[config.mk]
export PLATFORM = sky130hd
export DESIGN_NAME = radix_digit_converter_top_flat
export DESIGN_NICKNAME = d
export VERILOG_FILES = /design/src/design/rdc_pkg.sv /design/src/design/rdc_chan_if.sv /design/src/design/rdc_cfg_regs.sv /design/src/design/rdc_table_check.sv /design/src/design/rdc_divider.sv /design/src/design/rdc_digit_buf.sv /design/src/design/radix_digit_converter_top.sv /design/src/flat_wrapper.sv
export SDC_FILE = /design/constraint.sdc
export NUM_CORES = 1
export LEC_CHECK = 0
export ABC_AREA = 1
export BUFFER_PORTS_ARGS = -buffer_cell sky130_fd_sc_hd__buf_2
export CORE_MARGIN = 10
export CORE_UTILIZATION = 30
export CTS_CLUSTER_SIZE = 8
export DETAILED_ROUTE_END_ITERATION = 7
export PLACE_DENSITY = 0.54
export SLEW_MARGIN = 10
export SYNTH_ARGS = -nofsm -noshare
export SYNTH_HDL_FRONTEND = slang
export SYNTH_SLANG_ARGS = --single-unit
[constraint.sdc]
create_clock -name i_clk -period 7 [get_ports i_clk]
set_input_delay 1.4 -clock i_clk [delete_from_list [all_inputs] [get_ports i_clk]]
set_output_delay 1.4 -clock i_clk [all_outputs]
set_load 0.02 [all_outputs]
[src/design/rdc_pkg.sv]
// rdc_pkg: shared constants, register codes and types of the radix digit converter
// depends on nothing; every other design file imports it
`timescale 1ns / 1ps
`default_nettype none

package rdc_pkg;

    // field widths of the channels
    localparam int VALUE_W = 32;
    localparam int CHAR_W  = 8;

    // number range and table size
    localparam int VALUE_BITS  = 32;
    localparam int MAX_RADIX   = 16;
    localparam int TABLE_CHARS = 16;
    localparam int DIGIT_W     = $clog2(TABLE_CHARS);
    localparam int RADIX_W     = 5;

    // digit buffer and digit counter
    localparam int BUF_AW = $clog2(VALUE_BITS);
    localparam int CNT_W  = $clog2(VALUE_BITS + 1);

    // divider: one nibble of the dividend per step (VALUE_BITS is a multiple of 4)
    localparam int DIV_STEP_BITS = 4;
    localparam int DIV_STEPS     = VALUE_BITS / DIV_STEP_BITS;
    localparam int DIV_CNT_W     = (DIV_STEPS > 1) ? $clog2(DIV_STEPS) : 1;

    // apb port
    localparam int APB_DW = 64;
    localparam int APB_AW = 5;

    // characters that a digit table must not hold
    localparam logic [CHAR_W-1:0] CHAR_MINUS = 8'h2D;
    localparam logic [CHAR_W-1:0] CHAR_PLUS  = 8'h2B;
    localparam logic [CHAR_W-1:0] CHAR_DOT   = 8'h2E;

    // register indexes, address bits [4:3]
    typedef enum logic [1:0] {
        REG_CHARS_LOW  = 2'd0,
        REG_CHARS_HIGH = 2'd1,
        REG_RADIX_LEN  = 2'd2
    } t_reg_idx;

    // configuration as seen by the datapath
    typedef struct packed {
        logic [TABLE_CHARS-1:0][CHAR_W-1:0] chars;
        logic [RADIX_W-1:0]                 radix_len;
    } t_cfg;

    // table check status
    typedef struct packed {
        logic done;
        logic ok;
    } t_chk_stat;

    // divider status and results
    typedef struct packed {
        logic                  busy;
        logic                  done;
        logic [VALUE_BITS-1:0] quot;
        logic [DIGIT_W-1:0]    rem;
    } t_div_stat;

endpackage

`default_nettype wire

[src/design/rdc_chan_if.sv]
// rdc_chan_if: valid/ready channels for input values and output digits
// depends on rdc_pkg
`timescale 1ns / 1ps
`default_nettype none

interface rdc_in_if import rdc_pkg::*; ();
    logic               valid;
    logic               ready;
    logic [VALUE_W-1:0] value;

    modport source (output valid, output value, input ready);
    modport sink   (input valid, input value, output ready);
endinterface

interface rdc_out_if import rdc_pkg::*; ();
    logic              valid;
    logic              ready;
    logic [CHAR_W-1:0] digit_char;
    logic              last_digit;
    logic              bad_table;

    modport source (output valid, output digit_char, output last_digit, output bad_table,
                     input ready);
    modport sink   (input valid, input digit_char, input last_digit, input bad_table,
                    output ready);
endinterface

`default_nettype wire

[src/design/rdc_cfg_regs.sv]
// rdc_cfg_regs: apb register file holding the digit table and the radix
// depends on rdc_pkg
`timescale 1ns / 1ps
`default_nettype none

module rdc_cfg_regs import rdc_pkg::*; (
    input  wire logic              i_clk,
    input  wire logic              i_rst_n,
    input  wire logic              psel,
    input  wire logic              penable,
    input  wire logic              pwrite,
    input  wire logic [APB_AW-1:0] paddr,
    input  wire logic [APB_DW-1:0] pwdata,
    output logic      [APB_DW-1:0] prdata,
    output logic                   pready,
    output t_cfg                   o_cfg
);

    logic [APB_DW-1:0]  r_chars_low;
    logic [APB_DW-1:0]  r_chars_high;
    logic [RADIX_W-1:0] r_radix_len;
    logic               wr_en;
    t_reg_idx           reg_idx;

    assign pready  = 1'b1;
    assign wr_en   = psel && penable && pwrite;
    assign reg_idx = t_reg_idx'(paddr[4:3]);

    // register writes; an index past the list is dropped
    always_ff @(posedge i_clk) begin
        if (!i_rst_n) begin
            r_chars_low  <= '0;
            r_chars_high <= '0;
            r_radix_len  <= '0;
        end else if (wr_en) begin
            unique case (reg_idx)
                REG_CHARS_LOW:  r_chars_low  <= pwdata;
                REG_CHARS_HIGH: r_chars_high <= pwdata;
                REG_RADIX_LEN:  r_radix_len  <= pwdata[RADIX_W-1:0];
                default: begin
                end
            endcase
        end
    end

    // read back
    always_comb begin
        unique case (reg_idx)
            REG_CHARS_LOW:  prdata = r_chars_low;
            REG_CHARS_HIGH: prdata = r_chars_high;
            REG_RADIX_LEN:  prdata = {{(APB_DW-RADIX_W){1'b0}}, r_radix_len};
            default:        prdata = '0;
        endcase
    end

    assign o_cfg.chars     = {r_chars_high, r_chars_low};
    assign o_cfg.radix_len = r_radix_len;

endmodule

`default_nettype wire

[src/design/rdc_table_check.sv]
// rdc_table_check: walks the digit table one character a cycle looking for
// forbidden or repeated characters; depends on rdc_pkg
`timescale 1ns / 1ps
`default_nettype none

module rdc_table_check import rdc_pkg::*; (
    input  wire logic i_clk,
    input  wire logic i_rst_n,
    input  wire logic i_start,
    input  t_cfg      i_cfg,
    output t_chk_stat o_stat
);

    logic               r_busy;
    logic               r_done;
    logic               r_ok;
    logic [DIGIT_W-1:0] r_idx;
    logic [CHAR_W-1:0]  cur_char;
    logic               len_ok;
    logic               forbidden;
    logic               dup;
    logic               at_end;
    logic [RADIX_W-1:0] len;

    assign len       = i_cfg.radix_len;
    assign len_ok    = (len >= RADIX_W'(2)) && (len <= RADIX_W'(MAX_RADIX));
    assign cur_char  = i_cfg.chars[r_idx];
    assign forbidden = (cur_char == CHAR_MINUS) || (cur_char == CHAR_PLUS)
                    || (cur_char == CHAR_DOT);
    assign at_end    = ({1'b0, r_idx} == RADIX_W'(len - RADIX_W'(1)));

    // compare the current character against every later one in use
    always_comb begin
        dup = 1'b0;
        for (int j = 0; j < TABLE_CHARS; j++) begin
            if ((RADIX_W'(j) > {1'b0, r_idx}) && (RADIX_W'(j) < len)
                && (i_cfg.chars[j] == cur_char)) begin
                dup = 1'b1;
            end
        end
    end

    // scan sequencer
    always_ff @(posedge i_clk) begin
        if (!i_rst_n) begin
            r_busy <= 1'b0;
            r_done <= 1'b0;
            r_ok   <= 1'b0;
            r_idx  <= '0;
        end else if (i_start) begin
            r_busy <= len_ok;
            r_done <= !len_ok;
            r_ok   <= 1'b0;
            r_idx  <= '0;
        end else if (r_busy) begin
            if (forbidden || dup) begin
                r_busy <= 1'b0;
                r_done <= 1'b1;
                r_ok   <= 1'b0;
            end else if (at_end) begin
                r_busy <= 1'b0;
                r_done <= 1'b1;
                r_ok   <= 1'b1;
            end else begin
                r_idx  <= r_idx + DIGIT_W'(1);
            end
        end else begin
            r_done <= 1'b0;
        end
    end

    assign o_stat.done = r_done;
    assign o_stat.ok   = r_ok;

endmodule

`default_nettype wire

[src/design/rdc_divider.sv]
// rdc_divider: shared long divider by the radix, one nibble of the dividend a cycle
// depends on rdc_pkg
`timescale 1ns / 1ps
`default_nettype none

module rdc_divider import rdc_pkg::*; (
    input  wire logic                  i_clk,
    input  wire logic                  i_rst_n,
    input  wire logic                  i_start,
    input  wire logic [VALUE_BITS-1:0] i_dividend,
    input  wire logic [RADIX_W-1:0]    i_radix,
    output t_div_stat                  o_stat
);

    logic                     r_busy;
    logic                     r_done;
    logic [DIV_CNT_W-1:0]     r_cnt;
    logic [VALUE_BITS-1:0]    r_quot;
    logic [DIGIT_W-1:0]       r_rem;
    logic [DIV_STEP_BITS-1:0] nib;
    logic [DIV_STEP_BITS-1:0] q_nib;
    logic [DIGIT_W-1:0]       rem_next;

    assign nib = r_quot[VALUE_BITS-1 -: DIV_STEP_BITS];

    // four restoring steps on the top nibble; the remainder stays below the radix
    always_comb begin
        logic [RADIX_W-1:0] part;
        logic [DIGIT_W-1:0] rem;
        rem   = r_rem;
        q_nib = '0;
        for (int k = 0; k < DIV_STEP_BITS; k++) begin
            part = {rem, nib[DIV_STEP_BITS-1-k]};
            if (part >= i_radix) begin
                rem = DIGIT_W'(part - i_radix);
                q_nib[DIV_STEP_BITS-1-k] = 1'b1;
            end else begin
                rem = DIGIT_W'(part);
            end
        end
        rem_next = rem;
    end

    // quotient bits shift in from the right as dividend nibbles leave on the left
    always_ff @(posedge i_clk) begin
        if (!i_rst_n) begin
            r_busy <= 1'b0;
            r_done <= 1'b0;
            r_cnt  <= '0;
        end else if (i_start) begin
            r_busy <= 1'b1;
            r_done <= 1'b0;
            r_cnt  <= '0;
        end else if (r_busy) begin
            r_cnt <= r_cnt + DIV_CNT_W'(1);
            if (r_cnt == DIV_CNT_W'(DIV_STEPS - 1)) begin
                r_busy <= 1'b0;
                r_done <= 1'b1;
            end
        end else begin
            r_done <= 1'b0;
        end
    end

    // datapath
    always_ff @(posedge i_clk) begin
        if (i_start) begin
            r_quot <= i_dividend;
            r_rem  <= '0;
        end else if (r_busy) begin
            r_quot <= {r_quot[VALUE_BITS-DIV_STEP_BITS-1:0], q_nib};
            r_rem  <= rem_next;
        end
    end

    assign o_stat.busy = r_busy;
    assign o_stat.done = r_done;
    assign o_stat.quot = r_quot;
    assign o_stat.rem  = r_rem;

endmodule

`default_nettype wire

[src/design/rdc_digit_buf.sv]
// rdc_digit_buf: digit index memory, one write and one registered read a cycle
// depends on rdc_pkg
`timescale 1ns / 1ps
`default_nettype none

module rdc_digit_buf import rdc_pkg::*; (
    input  wire logic               i_clk,
    input  wire logic               i_wr_en,
    input  wire logic [BUF_AW-1:0]  i_wr_addr,
    input  wire logic [DIGIT_W-1:0] i_wr_data,
    input  wire logic [BUF_AW-1:0]  i_rd_addr,
    output logic      [DIGIT_W-1:0] o_rd_data
);

    logic [DIGIT_W-1:0] r_mem [VALUE_BITS];

    // write port
    always_ff @(posedge i_clk) begin
        if (i_wr_en) begin
            r_mem[i_wr_addr] <= i_wr_data;
        end
    end

    // registered read port
    always_ff @(posedge i_clk) begin
        o_rd_data <= r_mem[i_rd_addr];
    end

endmodule

`default_nettype wire

[src/design/radix_digit_converter_top.sv]
// radix_digit_converter_top: sequencer, output register and apb port of the converter
// depends on rdc_pkg, rdc_chan_if, rdc_cfg_regs, rdc_table_check, rdc_divider, rdc_digit_buf
`timescale 1ns / 1ps
`default_nettype none

// Converts one 32-bit unsigned value per input beat into its digits, most
// significant first, one output beat per digit, in the radix given by
// radix_length and the digit table. A table shorter than two characters,
// longer than sixteen, holding '-', '+' or '.', or repeating a character
// gives a single beat with bad_table and last_digit set and digit_char zero.
// One value is worked at a time and i_in.ready is low until its digits have
// been produced. Per value: the value is accepted; the table is scanned, and
// a rejected length skips the scan; each digit is then worked out by the
// shared divider in eight nibble steps and written to the digit buffer; and
// the digits are sent through the digit buffer read port, last written first.
// The output register lets the next value be taken while the last digit waits.
module radix_digit_converter_top import rdc_pkg::*; (
    input  wire logic              i_clk,
    input  wire logic              i_rst_n,
    rdc_in_if.sink                 i_in,
    rdc_out_if.source              o_out,
    input  wire logic              psel,
    input  wire logic              penable,
    input  wire logic              pwrite,
    input  wire logic [APB_AW-1:0] paddr,
    input  wire logic [APB_DW-1:0] pwdata,
    output logic      [APB_DW-1:0] prdata,
    output logic                   pready
);

    typedef enum logic [5:0] {
        S_IDLE  = 6'b000001,
        S_CHECK = 6'b000010,
        S_DIV   = 6'b000100,
        S_RD    = 6'b001000,
        S_OUT   = 6'b010000,
        S_BAD   = 6'b100000
    } t_state;

    t_state                r_state, n_state;
    logic [VALUE_BITS-1:0] r_value, n_value;
    logic [CNT_W-1:0]      r_count, n_count;
    logic [BUF_AW-1:0]     r_rd_idx, n_rd_idx;
    logic                  r_out_valid, n_out_valid;
    logic [CHAR_W-1:0]     r_digit_char, n_digit_char;
    logic                  r_last_digit, n_last_digit;
    logic                  r_bad_table, n_bad_table;

    t_cfg                  cfg;
    t_chk_stat             chk_stat;
    t_div_stat             div_stat;
    logic                  chk_start;
    logic                  div_start;
    logic [VALUE_BITS-1:0] div_dividend;
    logic                  buf_we;
    logic [DIGIT_W-1:0]    rd_data;
    logic                  out_free;
    logic [CNT_W-1:0]      count_inc;

    rdc_cfg_regs u_cfg (
        .i_clk   (i_clk),
        .i_rst_n (i_rst_n),
        .psel    (psel),
        .penable (penable),
        .pwrite  (pwrite),
        .paddr   (paddr),
        .pwdata  (pwdata),
        .prdata  (prdata),
        .pready  (pready),
        .o_cfg   (cfg)
    );

    rdc_table_check u_check (
        .i_clk   (i_clk),
        .i_rst_n (i_rst_n),
        .i_start (chk_start),
        .i_cfg   (cfg),
        .o_stat  (chk_stat)
    );

    rdc_divider u_div (
        .i_clk      (i_clk),
        .i_rst_n    (i_rst_n),
        .i_start    (div_start),
        .i_dividend (div_dividend),
        .i_radix    (cfg.radix_len),
        .o_stat     (div_stat)
    );

    rdc_digit_buf u_buf (
        .i_clk     (i_clk),
        .i_wr_en   (buf_we),
        .i_wr_addr (r_count[BUF_AW-1:0]),
        .i_wr_data (div_stat.rem),
        .i_rd_addr (r_rd_idx),
        .o_rd_data (rd_data)
    );

    assign i_in.ready = (r_state == S_IDLE);
    assign out_free   = !r_out_valid || o_out.ready;
    assign count_inc  = r_count + CNT_W'(1);

    // sequencer: check table, divide repeatedly, send digits in reverse, or send an error beat
    always_comb begin
        n_state      = r_state;
        n_value      = r_value;
        n_count      = r_count;
        n_rd_idx     = r_rd_idx;
        n_out_valid  = r_out_valid && !o_out.ready;
        n_digit_char = r_digit_char;
        n_last_digit = r_last_digit;
        n_bad_table  = r_bad_table;
        chk_start    = 1'b0;
        div_start    = 1'b0;
        div_dividend = div_stat.quot;
        buf_we       = 1'b0;

        unique case (r_state)
            S_IDLE: begin
                if (i_in.valid) begin
                    n_value   = VALUE_BITS'(i_in.value);
                    chk_start = 1'b1;
                    n_state   = S_CHECK;
                end
            end
            S_CHECK: begin
                if (chk_stat.done) begin
                    if (chk_stat.ok) begin
                        div_start    = 1'b1;
                        div_dividend = r_value;
                        n_count      = '0;
                        n_state      = S_DIV;
                    end else begin
                        n_state = S_BAD;
                    end
                end
            end
            S_BAD: begin
                if (out_free) begin
                    n_out_valid  = 1'b1;
                    n_digit_char = '0;
                    n_last_digit = 1'b1;
                    n_bad_table  = 1'b1;
                    n_state      = S_IDLE;
                end
            end
            S_DIV: begin
                if (div_stat.done) begin
                    buf_we  = 1'b1;
                    n_count = count_inc;
                    if ((div_stat.quot != '0) && (count_inc < CNT_W'(VALUE_BITS))) begin
                        div_start = 1'b1;
                    end else begin
                        n_rd_idx = r_count[BUF_AW-1:0];
                        n_state  = S_RD;
                    end
                end
            end
            S_RD: begin
                n_state = S_OUT;
            end
            S_OUT: begin
                if (out_free) begin
                    n_out_valid  = 1'b1;
                    n_digit_char = cfg.chars[rd_data];
                    n_last_digit = (r_rd_idx == '0);
                    n_bad_table  = 1'b0;
                    if (r_rd_idx == '0) begin
                        n_state = S_IDLE;
                    end else begin
                        n_rd_idx = r_rd_idx - BUF_AW'(1);
                        n_state  = S_RD;
                    end
                end
            end
            default: begin
                n_state = S_IDLE;
            end
        endcase
    end

    // control registers
    always_ff @(posedge i_clk) begin
        if (!i_rst_n) begin
            r_state     <= S_IDLE;
            r_count     <= '0;
            r_out_valid <= 1'b0;
        end else begin
            r_state     <= n_state;
            r_count     <= n_count;
            r_out_valid <= n_out_valid;
        end
    end

    // payload registers
    always_ff @(posedge i_clk) begin
        r_value      <= n_value;
        r_rd_idx     <= n_rd_idx;
        r_digit_char <= n_digit_char;
        r_last_digit <= n_last_digit;
        r_bad_table  <= n_bad_table;
    end

    assign o_out.valid      = r_out_valid;
    assign o_out.digit_char = r_digit_char;
    assign o_out.last_digit = r_last_digit;
    assign o_out.bad_table  = r_bad_table;

`ifndef ASSERT_OFF
    // the shared divider is never restarted in the middle of a division
    a_div_start_idle: assert property (@(posedge i_clk) disable iff (!i_rst_n)
        div_start |-> !div_stat.busy)
        else $error("divider started while busy");

    // a finished division leaves a remainder below the radix
    a_div_rem_range: assert property (@(posedge i_clk) disable iff (!i_rst_n)
        div_stat.done |-> ({1'b0, div_stat.rem} < cfg.radix_len))
        else $error("divider remainder not below radix");

    // an accepted table always has a usable radix
    a_chk_radix: assert property (@(posedge i_clk) disable iff (!i_rst_n)
        (chk_stat.done && chk_stat.ok) |->
            ((cfg.radix_len >= RADIX_W'(2)) && (cfg.radix_len <= RADIX_W'(MAX_RADIX))))
        else $error("table accepted with bad radix");

    // digits are only read back from buffer entries written for this value
    a_rd_in_range: assert property (@(posedge i_clk) disable iff (!i_rst_n)
        (r_state == S_OUT) |-> (CNT_W'(r_rd_idx) < r_count))
        else $error("digit read past written entries");

    // an error beat is always the single final beat with no character
    a_bad_beat: assert property (@(posedge i_clk) disable iff (!i_rst_n)
        (o_out.valid && o_out.bad_table) |-> (o_out.last_digit && (o_out.digit_char == '0)))
        else $error("malformed error beat");
`endif

endmodule

`default_nettype wire

[src/flat_wrapper.sv]
// flat-port wrapper written by rule: the top's interface ports become plain ports
module radix_digit_converter_top_flat import rdc_pkg::*;
  (i_clk, i_rst_n, psel, penable, pwrite, paddr, pwdata, prdata, pready, i_in_valid, i_in_value, i_in_ready, o_out_valid, o_out_digit_char, o_out_last_digit, o_out_bad_table, o_out_ready);
  rdc_in_if i_in_i ();
  rdc_out_if o_out_i ();
  input  wire logic i_clk;
  input  wire logic i_rst_n;
  input  wire logic psel;
  input  wire logic penable;
  input  wire logic pwrite;
  input  wire logic [APB_AW-1:0] paddr;
  input  wire logic [APB_DW-1:0] pwdata;
  output logic      [APB_DW-1:0] prdata;
  output logic pready;
  input wire logic [$bits(i_in_i.valid)-1:0] i_in_valid;
  input wire logic [$bits(i_in_i.value)-1:0] i_in_value;
  output wire logic [$bits(i_in_i.ready)-1:0] i_in_ready;
  output wire logic [$bits(o_out_i.valid)-1:0] o_out_valid;
  output wire logic [$bits(o_out_i.digit_char)-1:0] o_out_digit_char;
  output wire logic [$bits(o_out_i.last_digit)-1:0] o_out_last_digit;
  output wire logic [$bits(o_out_i.bad_table)-1:0] o_out_bad_table;
  input wire logic [$bits(o_out_i.ready)-1:0] o_out_ready;
  assign i_in_i.valid = i_in_valid;
  assign i_in_i.value = i_in_value;
  assign i_in_ready = i_in_i.ready;
  assign o_out_valid = o_out_i.valid;
  assign o_out_digit_char = o_out_i.digit_char;
  assign o_out_last_digit = o_out_i.last_digit;
  assign o_out_bad_table = o_out_i.bad_table;
  assign o_out_i.ready = o_out_ready;
  radix_digit_converter_top u_core (.i_clk(i_clk), .i_rst_n(i_rst_n), .i_in(i_in_i), .o_out(o_out_i), .psel(psel), .penable(penable), .pwrite(pwrite), .paddr(paddr), .pwdata(pwdata), .prdata(prdata), .pready(pready));
endmodule
==> summary.md, run 1 <==
| Metric | Value |
|---|---|
| Status | completed |
| Critical Path Slowest Stage Cell | mux2_2 |
| Synthesized area | 20400 µm² |
| CTS tree | built |
| Vias in the first global route | 18100 |
| Met2 Usage GRT | 28.4% |
| Routability cong. | 0.985 |
| Num ports | 185 |
| Startpoint Class | register |
| Core ar. | 67300 µm² |
| CTS Buf Count | 52 |
| WL/cell | 21.5 µm |
| Cell with the most instances after synthesis | nand2_1 |
| Ys async rst share | 0% |
| Hold slack | 466 ps |
| Post-Route Setup TNS | 0 ps |
| Worst path max stage delay | 390 ps |
| Grt total ovfl | 0 |
| Post-CTS sizing | 0 |
| Max FO, Critical Path | 7 |
| CTS H-tree depth | 2 |
| Final Cell Area | 23400 µm² |
| Top cells by area, synth | edfxtp_1, dfxtp_1, nand2_1 |
| Rows | 95 |
| Hold Fails Final Rpt | 0 |
| Gr usage total | 19.2% |
| Met1 Usage GRT | 26.7% |
| Share of cells above drive strength 1 | 11.6% |
| P per Cell Area | 292 nW/µm² |
| P&R area growth vs syn | 14.8% |
| Clock Path Buffers | 3 |
| Worst Tran Pin Value | 1020 ps |
| Setup Fix Bufs, Post-CTS | 0 |
| DR vias | 19300 |
| Slew HR | 31.7% |
| Cell count after placement | 3550 |
| Maximum VDD drop | 190 µV |
| Crit Path Class | register to register |
| Top-area cell type share of the netlist area | 30.5% |
| Most frequent cells after synthesis | nand2_1, o21ai_0, nor2_1 |
| Pre-CTS setup slack | 276 ps |
| Dpl cell area | 21900 µm² |
| Main flop type after synthesis | edfxtp_1 |
| Highest Clock Rate | 0.157 GHz |
| Clk sinks | 373 |
| Total Power | 6.83 mW |
| Die height | 281 µm |
| Worst setup margin | 625 ps |
| GR peak layer | met2 |
| Die area | 78700 µm² |
| Register area share after synthesis | 46.8% |
| Largest net degree at the start of global routing | 83 |
| GR Layer Usage met3 | 4.29% |
| Synth cell types | 55 |
| Initial DRC Count | 2192 |
| Yosys reg bits | 373 |
| Port Buffers | 180 |
| Nets | 2876 |
| Vias per Instance | 5.29 |
| Cell mode on critical path | inv_1 |
| Residual DRC | 0 |
| Final non-filler cell total | 3640 |
| EDFF count, synth | 207 |
| Skew final | 27.3 ps |
| Filler instances | 7141 |
| Fin. max-slew vios | 0 |
| Area leader, netlist | edfxtp_1 |
| Period minus WS final | 6370 ps |
| Finish-stage setup viols | 0 |
| Mapped Cells | 2622 |
| Static leakage | 9.48 nW |
| CP required | 7540 ps |
| Post-layout util | 34.8% |
| First-pass GRT wire length | 116 mm |
| MaxCap Viol Count | 0 |
| Final Cycle Share | 91.1% |
| Worst hold path class | register to register |
| Worst setup EP type | register |
| Post-route ant nets | 0 |
| Initial antenna violation count | 15 |
| RSZ-0062 raised after global routing | no |
| Final HPWL DP | 55.2 mm |
| Syn Area/Cell | 7.77 µm² |
| Starting Density | 30.3% |
| Clk slew on worst S/H paths | 50 ps |
| Total Wirelength | 78.4 mm |
| Net Count, Synth | 2767 |
| Worst EP arrival | 6910 ps |
| Synth Warn # | 0 |
| DIE WIDTH | 281 µm |
| Root buf cell | clkbuf_16 |
| 1st-pass router iterations | 6 |
| Worst skew pair latency | 630 ps |
| # hold bufs at CTS | 0 |
==> registers in the layout (all words and copies together) (netlist names) <==
| register | flops |
|---|---|
| u_core.u_buf.r_mem | 128 |
| u_core.u_cfg.r_chars_high | 64 |
| u_core.u_cfg.r_chars_low | 64 |
| u_core.r_value | 32 |
| u_core.u_div.r_quot | 32 |
| u_core.o_out.digit_char | 8 |
| u_core.r_count | 6 |
| u_core.r_state | 6 |
| u_core.r_rd_idx | 5 |
| u_core.u_cfg.r_radix_len | 5 |
| u_core.u_buf.o_rd_data | 4 |
| u_core.u_check.r_idx | 4 |
| u_core.u_div.r_rem | 4 |
| u_core.u_div.r_cnt | 3 |
| u_core.o_out.bad_table | 1 |
| u_core.o_out.last_digit | 1 |
| u_core.o_out.valid | 1 |
| u_core.u_check.r_busy | 1 |
| u_core.u_check.r_done | 1 |
| u_core.u_check.r_ok | 1 |
| u_core.u_div.r_busy | 1 |
| u_core.u_div.r_done | 1 |
==> layout make-up <==
class | count | area (µm²) | area share [%]
Sequential cell | 373 | 9550 | 40.8
Antenna cell | 2 | 5.00 | 0.0214
Inverter | 246 | 928 | 3.97
Timing Repair Buffer | 209 | 1150 | 4.90
Clock inverter | 3 | 80.1 | 0.343
Multi-Input combinational cell | 1849 | 9160 | 39.2
Tap cell | 873 | 1090 | 4.67
Clock buffer | 85 | 1430 | 6.10
==> cell usage in the layout, fill, tap and decap left out, types with 8 or more instances in the layout <==
| cell | count |
|---|---|
| a211oi_1 | 18 |
| a21oi_1 | 222 |
| a31oi_1 | 10 |
| buf_2 | 179 |
| buf_4 | 28 |
| clkbuf_1 | 33 |
| clkbuf_16 | 52 |
| dfxtp_1 | 162 |
| edfxtp_1 | 207 |
| ha_1 | 33 |
| inv_1 | 235 |
| nand2_1 | 585 |
| nand2_2 | 14 |
| nand3_1 | 126 |
| nand4_1 | 24 |
| nor2_1 | 271 |
| nor3_1 | 21 |
| nor4_1 | 11 |
| o211ai_1 | 15 |
| o21ai_0 | 298 |
| o221ai_1 | 17 |
| o22ai_1 | 94 |
| xnor2_1 | 8 |
| xor2_1 | 23 |
==> worst paths after layout <==
kind                                from                     to  slack, ps  cells after the start
max          u_core.u_cfg.r_radix_len[2]  u_core.u_div.r_rem[0]        630                     38
min                u_core.u_div.r_cnt[1]  u_core.u_div.r_cnt[1]        470                      2
max reg2reg  u_core.u_cfg.r_radix_len[2]  u_core.u_div.r_rem[0]        630                     38
min reg2reg        u_core.u_div.r_cnt[1]  u_core.u_div.r_cnt[1]        470                      2
==> power breakdown <==
part | leakage, nW | switching (mW) | internal [mW]
sequential | 3.41 | 0.108 | 2.45
clock | 0.712 | 1.00 | 1.38
combinational | 5.36 | 1.36 | 0.533
==> critical path: cells and delay by family, from the launching register on <==
kind | cells | cell delay (ps)
compound gates | 18 | 2880
fa+ha+maj | 4 | 1340
buf+inv | 7 | 660
simple gates | 8 | 650
mux | 1 | 390
flops | 1 | 380
==> routing by layer <==
layer / up-vias / share of wire [%]
met2: 895 / 43
met4: 24 / 4.2
met5: - / 0.19
li1: 9114 / -
met3: 191 / 9.3
met1: 9044 / 44
==> kinds of logic (layout without fill, tap and decap cells) <==
logic type / Yosys count / in the layout / synth area share, %
other: 1 / 3 / 0.0184
buffers and inverters: 400 / 543 / 8.38
XOR/XNOR: 32 / 32 / 1.41
flip-flops: 373 / 373 / 46.8
multiplexers: 1 / 1 / 0.0553
AO/OA/AOI/OAI: 698 / 698 / 18.8
adder cells (fa/ha/maj): 37 / 37 / 2.42
AND/OR/NAND/NOR: 1080 / 1080 / 22.1
(Power assumes the default switching activity.)
==> run 2, diff against run 1 <==
Clock period 7 ns to 8.21 ns, I/O delays scaled along.
==> summary.md, run 2 (synthesis gave the netlist of run 1 again) <==
| Metric | Value |
|---|---|
| Status | completed |
| Rows | 95 (unchanged) |
| Clock network fraction of total power | 35.4% (+0.4 points) |
| Largest net degree at the start of global routing | 112 (+35%) |
| Pre-CTS setup slack | 765 ps (+490 ps) |
| Commonest non-fill, non-tap cells in the layout | nand2_1, o21ai_0, nor2_1, inv_1, a21oi_1 |
| Nets | 2869 (-0.24%) |
| Starting Density | 30.3% (unchanged) |
| Initial DRC Count | 2075 (-5.3%) |
| Post-layout util | 34.7% (-0.071 points) |
| Die area | 78700 µm² (unchanged) |
| Setup Fix Bufs, Post-CTS | 0 (unchanged) |
| Num ports | 185 (unchanged) |
| Root buf cell | clkbuf_16 |
| Static leakage | 9.46 nW (-0.23%) |
| Met2 Usage GRT | 28.4% (about the same) |
| 1st-pass router iterations | 6 (unchanged) |
| Critical Path Slowest Stage Cell | dfxtp_1 |
| FF-to-FF Start | u_core.u_cfg.r_radix_len[1] |
| Worst skew pair latency | 620 ps (about the same) |
| Worst hold path class | register to register |
| Period minus WS final | 7280 ps (+901 ps) |
| Residual DRC | 0 (unchanged) |
| Logic gate share of total power | 27.4% (-0.3 points) |
| Worst Tran Pin Value | 1030 ps (+6.53 ps) |
| Grt total ovfl | 0 (unchanged) |
| CP required | 8740 ps (+1200 ps) |
| Cell mode on critical path | inv_1 |
| Commonest non-fill, non-tap cell in the layout | nand2_1 |
| Clk sinks | 373 (unchanged) |
| Fin. max-slew vios | 0 (unchanged) |
| Vias per Instance | 5.31 (+0.31%) |
| P per Cell Area | 251 nW/µm² (-14%) |
| Maximum VDD drop | 161 µV (-15%) |
| MaxCap Viol Count | 0 (unchanged) |
| First-pass GRT wire length | 116 mm (-0.13%) |
| R2R cell count | 37 (-2.6%) |
| Crit Path Class | register to register |
| Vias in the first global route | 18000 (-0.42%) |
| Port Buffers | 180 (unchanged) |
| Reg2reg end | u_core.u_div.r_rem[2] |
| Hold Fails Final Rpt | 0 (unchanged) |
| Finish-stage setup viols | 0 (unchanged) |
| Share of cells above drive strength 1 | 11.4% (-0.27 points) |
| P_sw | 2.09 mW (-15%) |
| GR peak layer | met2 |
| Crit path capture | u_core.u_div.r_rem[2] |
| Total Wirelength | 78.1 mm (-0.33%) |
| Clock Path Buffers | 3 (unchanged) |
| Clk slew on worst S/H paths | 60 ps (about the same) |
| Post-route ant nets | 0 (unchanged) |
| CTS H-tree depth | 2 (unchanged) |
| Total Power | 5.85 mW (-14%) |
| Max FFs per register | 128 (unchanged) |
| # hold bufs at CTS | 0 (unchanged) |
| Core ar. | 67300 µm² (unchanged) |
| Hold slack | 473 ps (+7.33 ps) |
| Worst EP arrival | 7810 ps (+900 ps) |
| Startpoint Class | register |
| GR Layer Usage met3 | 4.54% (+0.25 points) |
| Slew HR | 31.2% (-0.44 points) |
| Skew final | 24.8 ps (-2.54 ps) |
| Met1 Usage GRT | 26.3% (-0.42 points) |
| Gr usage total | 19.2% (-0.029 points) |
| Die height | 281 µm (unchanged) |
| Highest Clock Rate | 0.137 GHz (-12%) |
| Largest Register | u_core.u_buf.r_mem |
| RSZ-0062 raised after global routing | no |
| Switch share | 35.8% (-0.36 points) |
| Final Cycle Share | 88.6% (-2.4 points) |
| Routability cong. | 0.978 (-0.68%) |
| Max FO, Critical Path | 11 (+4) |
| DIE WIDTH | 281 µm (unchanged) |
| Final HPWL DP | 54.8 mm (-0.85%) |
| Largest regs | u_core.u_buf.r_mem (128), u_core.u_cfg.r_chars_high (64), u_core.u_cfg.r_chars_low (64) |
| Post-Route Setup TNS | 0 ps (unchanged) |
| CTS Buf Count | 53 (+1.9%) |
| Reg-to-reg slack, setup | 930 ps (+310 ps) |
| Worst setup margin | 934 ps (+309 ps) |
| P&R area growth vs syn | 14.5% |
| P_int | 3.76 mW (-14%) |
| CTS tree | built |
| Worst setup EP type | register |
| # diodes | 0 (-2) |
| Crit path launch | u_core.u_cfg.r_radix_len[1] |
| Initial antenna violation count | 11 (-4) |
| WL/cell | 21.5 µm (-0.17%) |
| Seq pwr share | 37.2% (-0.2 points) |
| Worst path max stage delay | 580 ps (+190 ps) |
| DR vias | 19300 (+0.14%) |
## run 2: cell count changes in the layout (fill, tap and decap cells not counted), sizes merged
cell	before	now
buf	209	201
clkbuf	85	88
clkinv	6	7
diode	2	0
## run 2: repair_timing
action	CTS	global route
resized for setup	0	1
setup endpoints to repair	0	2
hold endpoints to repair	0	0
## run 2: per-stage QoR
stage          instances  area, µm²
6_report            3634      23300
5_1_grt             3634      23300
4_1_cts             3634      23300
3_5_place_dp        3542      21800
3_3_place_gp        3542      21800
2_1_floorplan       2622      20400
## run 2: per-layer routing
layer / share of wire, % / vias up
li1: - / 9106
met1: 43 / 9047
met2: 43 / 934
met3: 9.6 / 194
met4: 4.6 / 14
met5: 0.11 / -
## run 2: final cells by class
class                   instances  area (µm²)
repair buffers                201        1060
multi-input cells            1849        9140
flip-flops and latches        373        9550
fillers                      7173       43900
inverters                     246         928
clock buffers                  88        1480
well taps                     873        1090
clock inverters                 4        85.1
## run 2: power groups by stage
stage	sequential [mW]	combinational (mW)	clock [mW]
after floorplan	2.17	1.16	0
after global placement	2.21	1.56	0
after detailed placement	2.21	1.57	0
after CTS	2.17	1.57	2.11
after global routing	2.18	1.75	2.19
final	2.17	1.60	2.07
## run 2: how the worst min path moves through the flow
stage | from | end | cells after the start
final | u_core.u_div.r_cnt[2] | u_core.u_div.r_cnt[2] | 2
after global routing | u_core.u_div.r_cnt[2] | u_core.u_div.r_cnt[2] | 2
after CTS | u_core.u_div.r_cnt[2] | u_core.u_div.r_cnt[2] | 2
after detailed placement | u_core.u_div.r_cnt[2] | u_core.u_div.r_cnt[2] | 2
after global placement | u_core.u_div.r_cnt[2] | u_core.u_div.r_cnt[2] | 2
after floorplan | u_core.u_div.r_cnt[1] | u_core.u_div.r_cnt[1] | 2
## run 2: worst max-delay path: cells and delay by family, from the launching register on
kind,cells,cell delay [ps]
fa+ha+maj,4,1390
flops,1,580
compound gates,17,3240
simple gates,7,530
mux,1,410
buf+inv,8,1020
